### src/rtl/asymmetric_triangle_wave_generator_unit_assert.svh
// Assertion macros used by the generator RTL.
// Both macros expect clk_i and rst_ni in scope.
`ifndef ASYMMETRIC_TRIANGLE_WAVE_GENERATOR_UNIT_ASSERT_SVH
`define ASYMMETRIC_TRIANGLE_WAVE_GENERATOR_UNIT_ASSERT_SVH

// property must hold at every clock edge outside reset
`define ATWG_ASSERT(name, prop, msg) \
  name: assert property (@(posedge clk_i) disable iff (!rst_ni) (prop)) \
    else $error(msg);

// condition must never be seen at a clock edge outside reset
`define ATWG_ASSERT_NEVER(name, cond, msg) \
  name: assert property (@(posedge clk_i) disable iff (!rst_ni) !(cond)) \
    else $error(msg);

`endif

### src/rtl/atwg_pkg.sv
`default_nettype none

package atwg_pkg;

  // field widths
  localparam int AMP_W      = 12;
  localparam int WEIGHT_W   = 7;
  localparam int RELOAD_W   = 16;
  localparam int SAMPLE_W   = 12;
  localparam int INDEX_W    = 8;
  localparam int CFG_IDX_W  = 2;
  localparam int CFG_DATA_W = 16;

  // shared divider sizing (covers point counts up to 4096)
  localparam int DIV_NUM_W = 24;
  localparam int DIV_DEN_W = 12;
  localparam int DIV_CNT_W = $clog2(DIV_NUM_W);

  // front/back queue depth
  localparam int QUEUE_DEPTH = 2;

  // register map
  typedef enum logic [CFG_IDX_W-1:0] {
    REG_AMPLITUDE   = 2'd0,
    REG_RISE_WEIGHT = 2'd1,
    REG_FALL_WEIGHT = 2'd2,
    REG_TICK_RELOAD = 2'd3
  } cfg_reg_e;

  // register reset values
  localparam logic [AMP_W-1:0]    AMPLITUDE_RST   = 12'd4095;
  localparam logic [WEIGHT_W-1:0] RISE_WEIGHT_RST = 7'd30;
  localparam logic [WEIGHT_W-1:0] FALL_WEIGHT_RST = 7'd30;
  localparam logic [RELOAD_W-1:0] TICK_RELOAD_RST = 16'd362;

  typedef struct packed {
    logic [AMP_W-1:0]    amplitude;
    logic [WEIGHT_W-1:0] rise_weight;
    logic [WEIGHT_W-1:0] fall_weight;
    logic [RELOAD_W-1:0] tick_reload;
  } cfg_t;

  typedef struct packed {
    logic                 start;
    logic [DIV_NUM_W-1:0] num;
    logic [DIV_DEN_W-1:0] den;
  } div_req_t;

  typedef struct packed {
    logic                 done;
    logic [DIV_NUM_W-1:0] quot;
  } div_res_t;

  typedef enum logic [2:0] {
    B_IDLE,
    B_EDGE,
    B_MUL,
    B_DIV,
    B_OUT
  } back_state_e;

endpackage

`default_nettype wire

### src/rtl/atwg_if.sv
`default_nettype none

// tick channel
interface atwg_in_if import atwg_pkg::*; ();
  logic valid;
  logic ready;
  logic tick;

  modport source (output valid, output tick, input ready);
  modport sink   (input valid, input tick, output ready);
endinterface

// sample channel
interface atwg_out_if import atwg_pkg::*; ();
  logic                valid;
  logic                ready;
  logic [SAMPLE_W-1:0] sample;
  logic [INDEX_W-1:0]  point_index;
  logic                cycle_end;

  modport source (output valid, output sample, output point_index, output cycle_end,
                  input ready);
  modport sink   (input valid, input sample, input point_index, input cycle_end,
                  output ready);
endinterface

// register write channel
interface atwg_cfg_if import atwg_pkg::*; ();
  logic                  valid;
  logic                  ready;
  logic [CFG_IDX_W-1:0]  index;
  logic [CFG_DATA_W-1:0] data;

  modport source (output valid, output index, output data, input ready);
  modport sink   (input valid, input index, input data, output ready);
endinterface

`default_nettype wire

### src/rtl/asymmetric_triangle_wave_generator_unit.sv
`default_nettype none

// Asymmetric triangle wave generator. Each item on in_i with tick set is one
// tick; every tick_reload+1 ticks one sample item leaves on out_o with the DAC
// code, the phase index and a flag on the last point of the period. Ticks are
// taken one per cycle while the two-entry queue between the tick counter and
// the sample engine has room. In the engine each sample runs through the queue
// pop, two 24-step divisions (rise end, then segment slope) in one shared
// restoring divider with a quotient handoff after each, the multiply between
// them and the output load. With tick_reload of 52 or more and the sample
// channel ready, the tick channel never stalls; shorter reloads or a held-off
// sample channel back-pressure it. Register writes apply to the next sample
// and do not reset the phase; write them only while no sample is in flight.
module asymmetric_triangle_wave_generator_unit import atwg_pkg::*; #(
  parameter int TablePoints = 256
) (
  input  wire logic clk_i,
  input  wire logic rst_ni,
  atwg_cfg_if.sink  cfg_i,
  atwg_in_if.sink   in_i,
  atwg_out_if.source out_o
);

  localparam int PW = $clog2(TablePoints);

  cfg_t          cfg_q;
  logic          q_push;
  logic          q_full;
  logic          q_valid;
  logic          q_pop;
  logic [PW-1:0] front_phase;
  logic [PW-1:0] q_phase;

  // register writes
  assign cfg_i.ready = 1'b1;

  always_ff @(posedge clk_i or negedge rst_ni) begin
    if (!rst_ni) begin
      cfg_q.amplitude   <= AMPLITUDE_RST;
      cfg_q.rise_weight <= RISE_WEIGHT_RST;
      cfg_q.fall_weight <= FALL_WEIGHT_RST;
      cfg_q.tick_reload <= TICK_RELOAD_RST;
    end else if (cfg_i.valid) begin
      unique case (cfg_reg_e'(cfg_i.index))
        REG_AMPLITUDE:   cfg_q.amplitude   <= cfg_i.data[AMP_W-1:0];
        REG_RISE_WEIGHT: cfg_q.rise_weight <= cfg_i.data[WEIGHT_W-1:0];
        REG_FALL_WEIGHT: cfg_q.fall_weight <= cfg_i.data[WEIGHT_W-1:0];
        REG_TICK_RELOAD: cfg_q.tick_reload <= cfg_i.data[RELOAD_W-1:0];
        default: ;
      endcase
    end
  end

  atwg_front #(
    .TablePoints (TablePoints)
  ) u_front (
    .clk_i   (clk_i),
    .rst_ni  (rst_ni),
    .cfg_i   (cfg_q),
    .in_i    (in_i),
    .full_i  (q_full),
    .push_o  (q_push),
    .phase_o (front_phase)
  );

  atwg_queue #(
    .W (PW)
  ) u_queue (
    .clk_i   (clk_i),
    .rst_ni  (rst_ni),
    .push_i  (q_push),
    .data_i  (front_phase),
    .pop_i   (q_pop),
    .full_o  (q_full),
    .valid_o (q_valid),
    .data_o  (q_phase)
  );

  atwg_back #(
    .TablePoints (TablePoints)
  ) u_back (
    .clk_i     (clk_i),
    .rst_ni    (rst_ni),
    .cfg_i     (cfg_q),
    .q_valid_i (q_valid),
    .q_data_i  (q_phase),
    .q_pop_o   (q_pop),
    .out_o     (out_o)
  );

endmodule

`default_nettype wire

### src/rtl/atwg_front.sv
`default_nettype none

module atwg_front import atwg_pkg::*; #(
  parameter int TablePoints = 256
) (
  input  wire logic                           clk_i,
  input  wire logic                           rst_ni,
  input  wire cfg_t                           cfg_i,
  atwg_in_if.sink                             in_i,
  input  wire logic                           full_i,
  output logic                                push_o,
  output logic [$clog2(TablePoints)-1:0]      phase_o
);

  localparam int PW = $clog2(TablePoints);
  localparam logic [PW-1:0] LastPoint = PW'(TablePoints - 1);

  logic [RELOAD_W-1:0] cnt_q, cnt_d;
  logic [PW-1:0]       phase_q, phase_d;
  logic                accept;
  logic                fire;

  // ticks are taken whenever the queue can hold an emission
  assign in_i.ready = !full_i;
  assign accept     = in_i.valid && in_i.ready && in_i.tick;
  assign fire       = accept && (cnt_q >= cfg_i.tick_reload);

  // reload counter and phase
  always_comb begin
    cnt_d   = cnt_q;
    phase_d = phase_q;
    if (accept) begin
      if (fire) begin
        cnt_d   = '0;
        phase_d = (phase_q == LastPoint) ? '0 : phase_q + 1'b1;
      end else begin
        cnt_d = cnt_q + 1'b1;
      end
    end
  end

  always_ff @(posedge clk_i or negedge rst_ni) begin
    if (!rst_ni) begin
      cnt_q   <= '0;
      phase_q <= '0;
    end else begin
      cnt_q   <= cnt_d;
      phase_q <= phase_d;
    end
  end

  assign push_o  = fire;
  assign phase_o = phase_q;

endmodule

`default_nettype wire

### src/rtl/atwg_queue.sv
`default_nettype none

module atwg_queue import atwg_pkg::*; #(
  parameter int W = 8
) (
  input  wire logic         clk_i,
  input  wire logic         rst_ni,
  input  wire logic         push_i,
  input  wire logic [W-1:0] data_i,
  input  wire logic         pop_i,
  output logic              full_o,
  output logic              valid_o,
  output logic [W-1:0]      data_o
);

  localparam int PTR_W = (QUEUE_DEPTH > 1) ? $clog2(QUEUE_DEPTH) : 1;
  localparam int CNT_W = $clog2(QUEUE_DEPTH + 1);
  localparam logic [PTR_W-1:0] LastSlot = PTR_W'(QUEUE_DEPTH - 1);
  localparam logic [CNT_W-1:0] Depth    = CNT_W'(QUEUE_DEPTH);

  logic [W-1:0]     mem_q [QUEUE_DEPTH];
  logic [PTR_W-1:0] wr_q, rd_q;
  logic [CNT_W-1:0] cnt_q;
  logic             do_push, do_pop;

  assign do_push = push_i && !full_o;
  assign do_pop  = pop_i && valid_o;

  // pointers and fill count
  always_ff @(posedge clk_i or negedge rst_ni) begin
    if (!rst_ni) begin
      wr_q  <= '0;
      rd_q  <= '0;
      cnt_q <= '0;
    end else begin
      if (do_push) begin
        wr_q <= (wr_q == LastSlot) ? '0 : wr_q + 1'b1;
      end
      if (do_pop) begin
        rd_q <= (rd_q == LastSlot) ? '0 : rd_q + 1'b1;
      end
      if (do_push && !do_pop) begin
        cnt_q <= cnt_q + 1'b1;
      end else if (do_pop && !do_push) begin
        cnt_q <= cnt_q - 1'b1;
      end
    end
  end

  // storage
  always_ff @(posedge clk_i) begin
    if (do_push) begin
      mem_q[wr_q] <= data_i;
    end
  end

  assign full_o  = (cnt_q == Depth);
  assign valid_o = (cnt_q != '0);
  assign data_o  = mem_q[rd_q];

endmodule

`default_nettype wire

### src/rtl/atwg_div.sv
`default_nettype none

// restoring divider, one quotient bit per cycle
module atwg_div import atwg_pkg::*; (
  input  wire logic     clk_i,
  input  wire logic     rst_ni,
  input  wire div_req_t req_i,
  output div_res_t      res_o
);

  localparam logic [DIV_CNT_W-1:0] LastStep = DIV_CNT_W'(DIV_NUM_W - 1);

  logic                 busy_q;
  logic                 done_q;
  logic [DIV_CNT_W-1:0] cnt_q;
  logic [DIV_DEN_W-1:0] rem_q;
  logic [DIV_DEN_W-1:0] den_q;
  logic [DIV_NUM_W-1:0] quo_q;
  logic [DIV_DEN_W:0]   rem_s;
  logic [DIV_DEN_W:0]   diff;
  logic                 ge;

  // one shift-subtract step
  assign rem_s = {rem_q, quo_q[DIV_NUM_W-1]};
  assign ge    = (rem_s >= {1'b0, den_q});
  assign diff  = rem_s - {1'b0, den_q};

  // control
  always_ff @(posedge clk_i or negedge rst_ni) begin
    if (!rst_ni) begin
      busy_q <= 1'b0;
      done_q <= 1'b0;
      cnt_q  <= '0;
    end else begin
      done_q <= 1'b0;
      if (req_i.start) begin
        busy_q <= 1'b1;
        cnt_q  <= LastStep;
      end else if (busy_q) begin
        cnt_q <= cnt_q - 1'b1;
        if (cnt_q == '0) begin
          busy_q <= 1'b0;
          done_q <= 1'b1;
        end
      end
    end
  end

  // datapath
  always_ff @(posedge clk_i) begin
    if (req_i.start) begin
      rem_q <= '0;
      den_q <= req_i.den;
      quo_q <= req_i.num;
    end else if (busy_q) begin
      rem_q <= ge ? diff[DIV_DEN_W-1:0] : rem_s[DIV_DEN_W-1:0];
      quo_q <= {quo_q[DIV_NUM_W-2:0], ge};
    end
  end

  assign res_o.done = done_q;
  assign res_o.quot = quo_q;

endmodule

`default_nettype wire

### src/rtl/atwg_back.sv
`default_nettype none

`include "asymmetric_triangle_wave_generator_unit_assert.svh"

module atwg_back import atwg_pkg::*; #(
  parameter int TablePoints = 256
) (
  input  wire logic                           clk_i,
  input  wire logic                           rst_ni,
  input  wire cfg_t                           cfg_i,
  input  wire logic                           q_valid_i,
  input  wire logic [$clog2(TablePoints)-1:0] q_data_i,
  output logic                                q_pop_o,
  atwg_out_if.source                          out_o
);

  localparam int PW = $clog2(TablePoints);
  localparam logic [PW-1:0]        LastPoint = PW'(TablePoints - 1);
  localparam logic [PW:0]          PtsFull   = (PW + 1)'(TablePoints);
  localparam logic [DIV_NUM_W-1:0] PtsNum    = DIV_NUM_W'(TablePoints);

  back_state_e state_q, state_d;

  logic [PW-1:0]       pos_q;
  logic [PW-1:0]       edge_q;
  logic                rising_q;
  logic [SAMPLE_W-1:0] sample_q;

  logic                out_valid_q;
  logic [SAMPLE_W-1:0] out_sample_q;
  logic [INDEX_W-1:0]  out_index_q;
  logic                out_end_q;

  div_req_t div_req;
  div_res_t div_res;

  logic [WEIGHT_W:0]    total;
  logic [PW-1:0]        edge_clamp;
  logic                 rising;
  logic [PW-1:0]        term;
  logic [DIV_NUM_W-1:0] edge_num;
  logic [DIV_NUM_W-1:0] mul_num;
  logic [DIV_DEN_W-1:0] mul_den;
  logic [SAMPLE_W-1:0]  quot_s;
  logic                 out_free;
  logic                 ld_edge, ld_mul, ld_sample, ld_out;

  atwg_div u_div (
    .clk_i  (clk_i),
    .rst_ni (rst_ni),
    .req_i  (div_req),
    .res_o  (div_res)
  );

  // rise end: points*rise/(rise+fall), clamped to 1..points-1
  assign total    = {1'b0, cfg_i.rise_weight} + {1'b0, cfg_i.fall_weight};
  assign edge_num = PtsNum * DIV_NUM_W'(cfg_i.rise_weight);

  always_comb begin
    if (total == '0 || div_res.quot == '0) begin
      edge_clamp = PW'(1);
    end else if (div_res.quot >= PtsNum) begin
      edge_clamp = LastPoint;
    end else begin
      edge_clamp = div_res.quot[PW-1:0];
    end
  end

  // segment product and divisor
  assign rising  = (pos_q < edge_q);
  assign term    = rising ? pos_q : pos_q - edge_q;
  assign mul_num = DIV_NUM_W'(cfg_i.amplitude) * DIV_NUM_W'(term);
  assign mul_den = rising ? DIV_DEN_W'(edge_q) : DIV_DEN_W'(PtsFull - {1'b0, edge_q});
  assign quot_s  = div_res.quot[SAMPLE_W-1:0];

  assign out_free = !out_valid_q || out_o.ready;

  // next state
  always_comb begin
    state_d = state_q;
    unique case (state_q)
      B_IDLE: if (q_valid_i) state_d = B_EDGE;
      B_EDGE: if (div_res.done) state_d = B_MUL;
      B_MUL:  state_d = B_DIV;
      B_DIV:  if (div_res.done) state_d = B_OUT;
      B_OUT:  if (out_free) state_d = B_IDLE;
      default: state_d = B_IDLE;
    endcase
  end

  // state outputs
  always_comb begin
    q_pop_o       = 1'b0;
    div_req.start = 1'b0;
    div_req.num   = edge_num;
    div_req.den   = DIV_DEN_W'(total);
    ld_edge       = 1'b0;
    ld_mul        = 1'b0;
    ld_sample     = 1'b0;
    ld_out        = 1'b0;
    unique case (state_q)
      B_IDLE: begin
        q_pop_o       = q_valid_i;
        div_req.start = q_valid_i;
      end
      B_EDGE: ld_edge = div_res.done;
      B_MUL: begin
        ld_mul        = 1'b1;
        div_req.start = 1'b1;
        div_req.num   = mul_num;
        div_req.den   = mul_den;
      end
      B_DIV: ld_sample = div_res.done;
      B_OUT: ld_out = out_free;
      default: ;
    endcase
  end

  always_ff @(posedge clk_i or negedge rst_ni) begin
    if (!rst_ni) begin
      state_q <= B_IDLE;
    end else begin
      state_q <= state_d;
    end
  end

  // working registers
  always_ff @(posedge clk_i) begin
    if (q_pop_o) begin
      pos_q <= q_data_i;
    end
    if (ld_edge) begin
      edge_q <= edge_clamp;
    end
    if (ld_mul) begin
      rising_q <= rising;
    end
    if (ld_sample) begin
      sample_q <= rising_q ? quot_s : cfg_i.amplitude - quot_s;
    end
  end

  // output register
  always_ff @(posedge clk_i or negedge rst_ni) begin
    if (!rst_ni) begin
      out_valid_q <= 1'b0;
    end else if (ld_out) begin
      out_valid_q <= 1'b1;
    end else if (out_o.ready) begin
      out_valid_q <= 1'b0;
    end
  end

  always_ff @(posedge clk_i) begin
    if (ld_out) begin
      out_sample_q <= sample_q;
      out_index_q  <= INDEX_W'(pos_q);
      out_end_q    <= (pos_q == LastPoint);
    end
  end

  assign out_o.valid       = out_valid_q;
  assign out_o.sample      = out_sample_q;
  assign out_o.point_index = out_index_q;
  assign out_o.cycle_end   = out_end_q;

  `ATWG_ASSERT_NEVER(a_div_done_unexpected,
    div_res.done && !(state_q == B_EDGE || state_q == B_DIV), "divider done while not waiting")
  `ATWG_ASSERT(a_edge_nonzero, (state_q == B_MUL) |-> (edge_q != '0), "rise end is zero")
  `ATWG_ASSERT(a_sample_le_amp, ld_out |-> (sample_q <= cfg_i.amplitude), "sample above peak")

endmodule

`default_nettype wire
### src/flat_wrapper.sv
// flat-port wrapper written by rule: the top's interface ports become plain ports
module asymmetric_triangle_wave_generator_unit_flat import atwg_pkg::*;
#(
  parameter int TablePoints = 256
)
  (clk_i, rst_ni, cfg_i_valid, cfg_i_index, cfg_i_data, cfg_i_ready, in_i_valid, in_i_tick, in_i_ready, out_o_valid, out_o_sample, out_o_point_index, out_o_cycle_end, out_o_ready);
  atwg_cfg_if cfg_i_i ();
  atwg_in_if in_i_i ();
  atwg_out_if out_o_i ();
  input  wire logic clk_i;
  input  wire logic rst_ni;
  input wire logic [$bits(cfg_i_i.valid)-1:0] cfg_i_valid;
  input wire logic [$bits(cfg_i_i.index)-1:0] cfg_i_index;
  input wire logic [$bits(cfg_i_i.data)-1:0] cfg_i_data;
  output wire logic [$bits(cfg_i_i.ready)-1:0] cfg_i_ready;
  input wire logic [$bits(in_i_i.valid)-1:0] in_i_valid;
  input wire logic [$bits(in_i_i.tick)-1:0] in_i_tick;
  output wire logic [$bits(in_i_i.ready)-1:0] in_i_ready;
  output wire logic [$bits(out_o_i.valid)-1:0] out_o_valid;
  output wire logic [$bits(out_o_i.sample)-1:0] out_o_sample;
  output wire logic [$bits(out_o_i.point_index)-1:0] out_o_point_index;
  output wire logic [$bits(out_o_i.cycle_end)-1:0] out_o_cycle_end;
  input wire logic [$bits(out_o_i.ready)-1:0] out_o_ready;
  assign cfg_i_i.valid = cfg_i_valid;
  assign cfg_i_i.index = cfg_i_index;
  assign cfg_i_i.data = cfg_i_data;
  assign cfg_i_ready = cfg_i_i.ready;
  assign in_i_i.valid = in_i_valid;
  assign in_i_i.tick = in_i_tick;
  assign in_i_ready = in_i_i.ready;
  assign out_o_valid = out_o_i.valid;
  assign out_o_sample = out_o_i.sample;
  assign out_o_point_index = out_o_i.point_index;
  assign out_o_cycle_end = out_o_i.cycle_end;
  assign out_o_i.ready = out_o_ready;
  asymmetric_triangle_wave_generator_unit #(.TablePoints(TablePoints)) u_core (.clk_i(clk_i), .rst_ni(rst_ni), .cfg_i(cfg_i_i), .in_i(in_i_i), .out_o(out_o_i));
endmodule
### config.mk
export PLATFORM = sky130hd
export DESIGN_NAME = asymmetric_triangle_wave_generator_unit_flat
export DESIGN_NICKNAME = d
export VERILOG_FILES = /design/src/rtl/atwg_pkg.sv /design/src/rtl/atwg_if.sv /design/src/rtl/asymmetric_triangle_wave_generator_unit.sv /design/src/rtl/atwg_front.sv /design/src/rtl/atwg_queue.sv /design/src/rtl/atwg_div.sv /design/src/rtl/atwg_back.sv /design/src/flat_wrapper.sv
export VERILOG_INCLUDE_DIRS = /design/src /design/src/rtl
export SDC_FILE = /design/constraint.sdc
export NUM_CORES = 1
export LEC_CHECK = 0
export ABC_AREA = 1
export CAP_MARGIN = 10
export CORE_ASPECT_RATIO = 0.9
export CORE_MARGIN = 1
export CORE_UTILIZATION = 60
export DETAILED_ROUTE_END_ITERATION = 10
export DONT_BUFFER_PORTS = 1
export PLACE_DENSITY = 0.76
export SLEW_MARGIN = 20
export SYNTH_ARGS = -nofsm -noshare
export SYNTH_HDL_FRONTEND = slang
export SYNTH_SLANG_ARGS = --single-unit
### constraint.sdc
create_clock -name clk_i -period 6.1 [get_ports clk_i]
set_input_delay 0.61 -clock clk_i [delete_from_list [all_inputs] [get_ports clk_i]]
set_output_delay 0.61 -clock clk_i [all_outputs]
set_load 0.1 [all_outputs]
==> implementation parameters, run 1 <==
Parameter                              Value

Setup path
  Worst Path Required    6320 ps
  FF-to-FF setup slack    350 ps
  CP Capture Type    register
  Worst Setup SP    u_core.u_back.edge_q[5]$_SDFFCE_PP0P_
  CP max-delay cell    sky130_fd_sc_hd__fa_1
  Worst reg2reg startpoint    u_core.u_back.edge_q[5]$_SDFFCE_PP0P_
  FF-to-FF path depth    26
  Type of the worst setup path    reg -> reg
  Worst Setup EP    u_core.u_back.u_div.quo_q[16]$_DFFE_PP_
  Critical Path Fanout Max    8
  Startpoint class of the critical path    register
  Data arrival time at the worst-slack endpoint    5960 ps
  Cell repeated most along the worst path    sky130_fd_sc_hd__inv_1
  Critical path's largest stage delay    540 ps
  R2R Path End    u_core.u_back.u_div.quo_q[16]$_DFFE_PP_

Finish
  Layout Cell Area excl Fill    14800 um^2
  Layout net count    1838
  Fraction of final layout cells with drive strength greater than 1    0.0847
  Layout fillers    1905
  # diodes    0
  Post-route core utilization    0.656
  Synthesis-to-finish area growth    7.02%

Power
  Power per cell area    558 nW/um^2
  Standby leakage power    7.10 nW
  IR drop worst, VDD    0.000475 V

Floorplan
  Horizontal die dimension    162 um
  Area of the core    22500 um^2
  Vert. Die Dim    146 um
  Floorplan die area    23600 um^2
  I/O pin count    48
  Rows    52
  Initial standard-cell utilization of the core    0.613

Timing
  Fin Setup TNS    0 ps
  Count of final max-slew check failures    0
  Final clock skew    17.3 ps
  Slew HR    0.332
  Worst Tran Pin Value    1000 ps
  Ratio of final minimum period to clock period    0.942
  Crit path time final    5750 ps
  Final Hold Vio Count    0
  Max Freq    174 MHz
  Count of endpoints failing setup in the final report    0

Synthesis
  Mean post-synth cell area    8.34 um^2
  Net count after synthesis    1839
  Count of warnings emitted by yosys    0
  Number of enable-type register cells in the synthesized netlist    99
  Share of flip-flops with an asynchronous set or reset    0.422
  Cell area after synthesis    13800 um^2
  Post-Synthesis Cells    1653
  Proportion of synthesized chip area in sequential cells    0.382
  Dominant synthesized flop cell    sky130_fd_sc_hd__edfxtp_1
  Flops & latches, synth    192
  Count of unique library cells instantiated by Yosys    51

Place
  Global placer's final weighted congestion    0.905
  Area after detailed placement    14000 um^2
  IO buf count    0
  Placed wire-length estimate    24.5 mm

Routing
  Count of nets left with antenna violations after detail routing    0
  Vias per inst    5.57
  WL per Instance    16.3 um
  Overall via count from detail_route    10900
  Initial drt markers    998
  Number of search-and-repair iterations in the first detailed-routing pass    7
  Number of remaining DRC errors    0
  Sum of routed wire length over all layers    32.0 mm

Clocking
  Clock tree from TritonCTS    yes
  Number of H-tree levels    4
  Max Buffers Root-to-Sink    2
  Clk root buf    sky130_fd_sc_hd__clkbuf_16
  CTS Sinks    192
  Later-pin clock latency in the skew report    450 ps
  Num CTS Buffers    17
  Post-CTS clock slew at the launch and capture registers of the worst setup and hold paths    80 ps

Outcome
  Result of the run    finished clean

Global route
  Congestion Overflow GR    0
  Antenna violations before repair    0
  Global-route wire length before repair    52.7 mm
  Combined global-route utilization of all metal layers    0.287
  Via count of the first global-routing pass    10500
  Largest net degree at the start of global routing    57

Min path
  Type of the most critical hold path    in -> async

Flow run
  Max-cap violation count    0
[where the power goes]
part           internal (mW)  total (mW)  switching (mW)
Sequential              1.77        2.06           0.289
Clock                  0.607        1.20           0.590
Combinational           1.79        4.98            3.19
Total                   4.16        8.24            4.07
[flip-flops by register name, summed over array words and instances, names as in the netlist, 2 cells and up]
signal,count
u_core.u_back.edge_q,8
u_core.u_back.u_div.rem_q,12
u_core.u_back.sample_q,12
u_core.u_front.cnt_q,16
u_core.u_back.out_o.sample,12
u_core.u_back.pos_q,8
u_core.u_back.u_div.den_q,9
u_core.u_back.out_o.point_index,8
u_core.u_front.phase_o,8
u_core.u_back.u_div.cnt_q,5
u_core.cfg_q,42
u_core.u_back.u_div.quo_q,24
u_core.u_queue.cnt_q,2
u_core.u_queue.mem_q,16
u_core.u_back.state_q,3
[routing by layer]
layer  GRT usage  vias to the layer above  wire length, um
met5           0                        -                0
met4      0.0892                        0              650
met3      0.0590                       42             2440
met2       0.438                      420            14400
met1       0.412                     5162            14500
li1            -                     5310                -
[through the flow]
step / total power [mW] / std cells / setup slack (ps) / hold WS, ps
after global routing: 9.09 / 1962 / -85.6 / 20.3
after floorplan: 5.83 / 1653 / 734 / 314
after detailed placement: 6.90 / 1921 / 140 / 321
after global placement: 6.76 / 1921 / 332 / 320
final: 8.24 / 1962 / 353 / 5.65
after CTS: 8.14 / 1956 / 103 / 19.1
[cells in the final DEF, fill, tap and decap left out, drive strengths merged]
cell	netlist	final
xor2	18	18
conb	1	1
dfxtp	12	12
nand3b	19	19
dfrtp	56	56
o22ai	2	2
inv	258	267
nor4	2	2
edfxtp	99	99
a21oi	59	59
a31oi	2	2
o21ai	96	96
nand3	123	123
nor2	215	215
nand2	381	382
or2	13	13
a22oi	2	2
xnor2	17	17
o211ai	1	1
buf	22	11
clkinv	3	8
dlygate4sd3	0	2
a32o	1	1
o21bai	5	5
bufinv	0	1
nor3	10	10
dfstp	25	25
and2	3	3
o21a	2	2
clkbuf	12	17
fa	64	64
ha	98	98
mux2	8	8
nand4	24	24
[cells by family after synthesis]
| group | share of synthesized area |
|---|---|
| XOR/XNOR | 0.0222 |
| adder cells (fa/ha/maj) | 0.182 |
| multiplexers | 0.00653 |
| AO/OA/AOI/OAI | 0.0673 |
| buffers and inverters | 0.0871 |
| AND/OR/NAND/NOR | 0.253 |
| other | 0.000272 |
| flip-flops | 0.382 |
[how the worst min path moves through the flow]
stage           start                                       end  slack [ps]  depth (start not counted)
6_report       rst_ni  u_core.u_back.u_div.cnt_q[1]$_DFFE_PN0P_           6                          1
5_1_grt        rst_ni  u_core.u_back.u_div.cnt_q[3]$_DFFE_PN0P_          20                          1
4_1_cts        rst_ni  u_core.u_back.u_div.cnt_q[2]$_DFFE_PN0P_          20                          1
3_5_place_dp   rst_ni  u_core.u_back.u_div.cnt_q[1]$_DFFE_PN0P_         320                          0
3_3_place_gp   rst_ni  u_core.u_back.u_div.cnt_q[1]$_DFFE_PN0P_         320                          0
2_1_floorplan  rst_ni               u_core.cfg_q[0]$_DFFE_PN0P_         310                          0
[area by class of cell]
| class | instances | area (um^2) | share of cell area |
|---|---|---|---|
| Clock buffer | 17 | 425 | 0.0288 |
| Clock inverter | 15 | 218 | 0.0147 |
| Inverter | 261 | 980 | 0.0664 |
| Multi-Input combinational cell | 1167 | 7360 | 0.499 |
| Sequential cell | 192 | 5270 | 0.357 |
| Tap cell | 297 | 372 | 0.0252 |
| Timing Repair Buffer | 13 | 130 | 0.00882 |
[worst max-delay path: cells and delay by family (launching register included)]
kind / cells / cell delay (ps)
adder cells (fa/ha/maj): 6 / 2830
AND/OR/NAND/NOR: 12 / 1260
AO/OA/AOI/OAI: 2 / 510
buffers and inverters: 6 / 460
flip-flops: 1 / 420
[synth_stat cells, drive strengths merged (5+ instances only)]
cell    number  share of area
nand3b      19          0.010
xnor2       17          0.011
ha          98          0.089
nor3        10         0.0040
dfrtp       56           0.10
inv        258          0.070
edfxtp      99           0.22
nand2      381           0.11
or2         13         0.0066
xor2        18          0.011
nand4       24          0.011
dfxtp       12          0.017
fa          64          0.093
buf         22          0.013
nor2       215          0.062
clkbuf      12         0.0033
dfstp       25          0.048
mux2         8         0.0065
nand3      123          0.046
o21bai       5         0.0027
a21oi       59          0.022
o21ai       96          0.036
[timing repair]
item	4_1_cts	5_1_grt
gates resized for setup	0	10
hold buffers	3	0
setup endpoints to repair	0	11
buffers inserted	0	5
hold endpoints to repair	56	0
Power figures use the tool's default switching activity.
==> run 2: changes to the inputs <==
ABC_AREA = unset   (was 1)
==> run 2 against run 1 <==
Register-to-register slack worse by 590 ps. Clock skew shrank 6.9 ps. Cell count fell by 18%. Non-clock buffer count up 83. The flow now finishes with violations (negative setup slack). Critical path type unchanged.
==> implementation parameters, run 2 <==
Parameter                              Value

Synthesis
  Net count after synthesis    1420 (-23%)
  Flops & latches, synth    192 (unchanged)
  Portion of synthesized cell area occupied by the leading cell type    0.228 (+0.0125)
  Ranking of synthesized cells by area    sky130_fd_sc_hd__edfxtp_1 (23%), sky130_fd_sc_hd__dfrtp_1 (11%), sky130_fd_sc_hd__fa_1 (9.8%), sky130_fd_sc_hd__ha_1 (9.4%), sky130_fd_sc_hd__dfstp_2 (5.0%)
  Count of unique library cells instantiated by Yosys    72 (+41%)
  Top post-synthesis cells by count    sky130_fd_sc_hd__inv_1 (140), sky130_fd_sc_hd__edfxtp_1 (99), sky130_fd_sc_hd__ha_1 (98)
  Mean post-synth cell area    10.6 um^2 (+27%)
  Most frequent cell after synthesis    sky130_fd_sc_hd__inv_1
  Dominant synthesized flop cell    sky130_fd_sc_hd__edfxtp_1
  Share of flip-flops with an asynchronous set or reset    0.422 (unchanged)
  Post-Synthesis Cells    1234 (-25%)
  Proportion of synthesized chip area in sequential cells    0.404 (+0.0222)
  Count of warnings emitted by yosys    0 (unchanged)
  Number of enable-type register cells in the synthesized netlist    99 (unchanged)
  Cell area after synthesis    13000 um^2 (-5.5%)
  Leading area contributor after synthesis    sky130_fd_sc_hd__edfxtp_1

Clocking
  Num CTS Buffers    17 (unchanged)
  Clk root buf    sky130_fd_sc_hd__clkbuf_16
  Number of H-tree levels    4 (unchanged)
  Max Buffers Root-to-Sink    2 (unchanged)
  CTS Sinks    192 (unchanged)
  Clock tree from TritonCTS    yes
  Later-pin clock latency in the skew report    440 ps (about the same)
  Post-CTS clock slew at the launch and capture registers of the worst setup and hold paths    70 ps (about the same)

Global route
  Met2 demand-to-capacity share in global routing    0.455 (+0.0177)
  Combined global-route utilization of all metal layers    0.280 (-0.00690)
  Via count of the first global-routing pass    9286 (-11%)
  Global routing usage on met3    0.0559 (-0.00310)
  Congestion Overflow GR    0 (unchanged)
  GR met1 Demand/Resource    0.367 (-0.0442)
  Largest net degree at the start of global routing    57 (unchanged)
  Global-route wire length before repair    47.3 mm (-10%)
  Peak-usage layer in the global routing report    met2
  Antenna violations before repair    0 (unchanged)

Timing
  Final Hold Vio Count    0 (unchanged)
  Min setup slack post-route    -235 ps (-588 ps)
  Count of final max-slew check failures    0 (unchanged)
  Worst Tran Pin Value    1020 ps (+18.3 ps)
  Crit path time final    6330 ps (+588 ps)
  Slew HR    0.318 (-0.0145)
  Final clock skew    10.3 ps (-6.93 ps)
  Count of endpoints failing setup in the final report    6 (+6)
  Final Hold Slack    16.9 ps (+11.2 ps)
  Max Freq    158 MHz (-9.3%)
  Ratio of final minimum period to clock period    1.04 (+0.0964)
  Fin Setup TNS    -1070 ps (-1070 ps)
  Unrepaired setup endpoints after global routing    true

Power
  Power after layout    4.25 mW (-48%)
  IR drop worst, VDD    0.000179 V (-62%)
  Power per cell area    283 nW/um^2 (-49%)
  Standby leakage power    6.65 nW (-6.3%)

Routing
  Number of search-and-repair iterations in the first detailed-routing pass    7 (unchanged)
  Initial drt markers    743 (-26%)
  Count of nets left with antenna violations after detail routing    0 (unchanged)
  Vias per inst    5.82 (+4.5%)
  Overall via count from detail_route    9408 (-14%)
  WL per Instance    18.1 um (+11%)
  Number of remaining DRC errors    0 (unchanged)
  Sum of routed wire length over all layers    29.2 mm (-8.8%)

Floorplan
  I/O pin count    48 (unchanged)
  Horizontal die dimension    157 um (-2.7%)
  Vert. Die Dim    142 um (-2.7%)
  Area of the core    21000 um^2 (-6.6%)
  Rows    50 (-3.8%)
  Initial standard-cell utilization of the core    0.620 (+0.00752)
  Floorplan die area    22300 um^2 (-5.4%)

Setup path
  Critical path's largest stage delay    550 ps (about the same)
  CP max-delay cell    sky130_fd_sc_hd__fa_1
  Data arrival time at the worst-slack endpoint    6640 ps (+680 ps)
  Type of the worst setup path    reg -> reg
  Startpoint class of the critical path    register
  Worst Path Required    6410 ps (+90 ps)
  CP Capture Type    register
  Critical Path Fanout Max    8 (unchanged)

Finish
  Layout fillers    1515 (-20%)
  Layout net count    1503 (-18%)
  Post-route core utilization    0.713 (+0.0577)
  Flip-flop count of the largest register, all copies and words added    42 (unchanged)
  Most frequent standard cell in the layout excluding fill and tap cells    sky130_fd_sc_hd__inv_1
  Footprint of the flip-flops and latches    5270 um^2 (unchanged)
  Fraction of final layout cells with drive strength greater than 1    0.213 (+0.128)
  Largest registers    u_core.cfg_q: 42 flops, u_core.u_back.u_div.quo_q: 24 flops
  # diodes    0 (unchanged)
  Multi-input gate area    7430 um^2 (+0.88%)
  Commonest cells after routing, fill and taps aside    sky130_fd_sc_hd__inv_1 (129), sky130_fd_sc_hd__edfxtp_1 (99), sky130_fd_sc_hd__ha_1 (87), sky130_fd_sc_hd__buf_4 (85), sky130_fd_sc_hd__nand2_1 (83)
  Register containing the most flip-flops in the final layout    u_core.cfg_q
  Synthesis-to-finish area growth    15.0%
  Layout Cell Area excl Fill    15000 um^2 (+1.6%)

Place
  IO buf count    0 (unchanged)
  Placed wire-length estimate    21.1 mm (-14%)
  Area after detailed placement    14000 um^2 (+0.25%)
  Global placer's final weighted congestion    0.925 (+2.2%)

Min path
  Type of the most critical hold path    in -> async

Flow run
  Max-cap violation count    0 (unchanged)

Outcome
  Result of the run    complete, but fails checks
  Violated checks    negative setup slack
run 2: changes by cell type in the layout (fill, tap and decap cells not counted), sizes merged, moves of 22 or more:
cell and change:
nor2b +39, and2 +50, nand2b +22, nand3 -106
a21oi -23, inv -120, mux2 +44, nand2 -296
o21ai -32, nor2 -140, buf +80
run 2: final cells by class:
type                       instances  area share
sequential                       192       0.352
timing repair buffer              96      0.0548
multi-input combinational        869       0.495
clock buffer                      18      0.0293
clock inverter                    14     0.00976
tap                              286      0.0239
inverter                         141      0.0353
run 2: metrics by stage:
stage / std cells / worst slack (ps)
after global placement: 1561 / -163
after floorplan: 1234 / -26.6
final: 1616 / -235
after global routing: 1616 / -454
after CTS: 1611 / -194
after detailed placement: 1561 / -366
run 2: cells by family after synthesis:
group,after synthesis,share of synthesized area
flip-flops,192,0.404
other,1,0.000288
adder cells (fa/ha/maj),162,0.192
AND/OR/NAND/NOR,368,0.146
multiplexers,62,0.0526
AO/OA/AOI/OAI,216,0.113
XOR/XNOR,60,0.0403
buffers and inverters,173,0.0513
run 2: power by group:
part	internal, mW	switching, mW	total, mW	leakage (nW)
sequential	1.53	0.155	1.68	1.99
combinational	0.704	0.759	1.46	4.37
clock	0.588	0.518	1.11	0.286
run 2: path summary, 6_finish.rpt:
path                                                             from                                       to  slack [ps]  depth (start not counted)
max in group asynchronous                                      rst_ni             u_core.cfg_q[37]$_DFFE_PN1P_        5320                          1
worst min register to register    u_core.u_back.sample_q[9]$_DFFE_PP_  u_core.u_back.out_o.sample[9]$_DFFE_PP_         410                          0
worst min-delay path                                           rst_ni              u_core.cfg_q[8]$_DFFE_PN1P_          20                          0
worst max register to register  u_core.u_back.edge_q[0]$_SDFFCE_PP1P_  u_core.u_back.u_div.quo_q[19]$_DFFE_PP_        -230                         26
worst max-delay path            u_core.u_back.edge_q[0]$_SDFFCE_PP1P_  u_core.u_back.u_div.quo_q[19]$_DFFE_PP_        -230                         26
min in group clk_i                                      cfg_i_data[0]             u_core.cfg_q[30]$_DFFE_PN1P_         280                          2
run 2: repair_timing:
item | in CTS | in global routing
gates cloned | 1 | 0
setup endpoints to repair | 9 | 10
gates resized for setup | 30 | 21
pin swaps | 21 | 17
hold endpoints to repair | 56 | 0
hold buffers | 5 | 0
setup buffers | 12 | 5
run 2: routing by layer:
layer	routed length, um	vias to the layer above
met5	0	-
met4	900	0
met3	2010	65
met2	13800	304
met1	12500	4608
li1	-	4431
run 2: worst max-delay path: cells and delay by family (launching register included):
kind                     cells  cell delay, ps
buffers and inverters        8            1000
AND/OR/NAND/NOR              5             870
adder cells (fa/ha/maj)      7            2950
AO/OA/AOI/OAI                6             950
flip-flops                   1             410
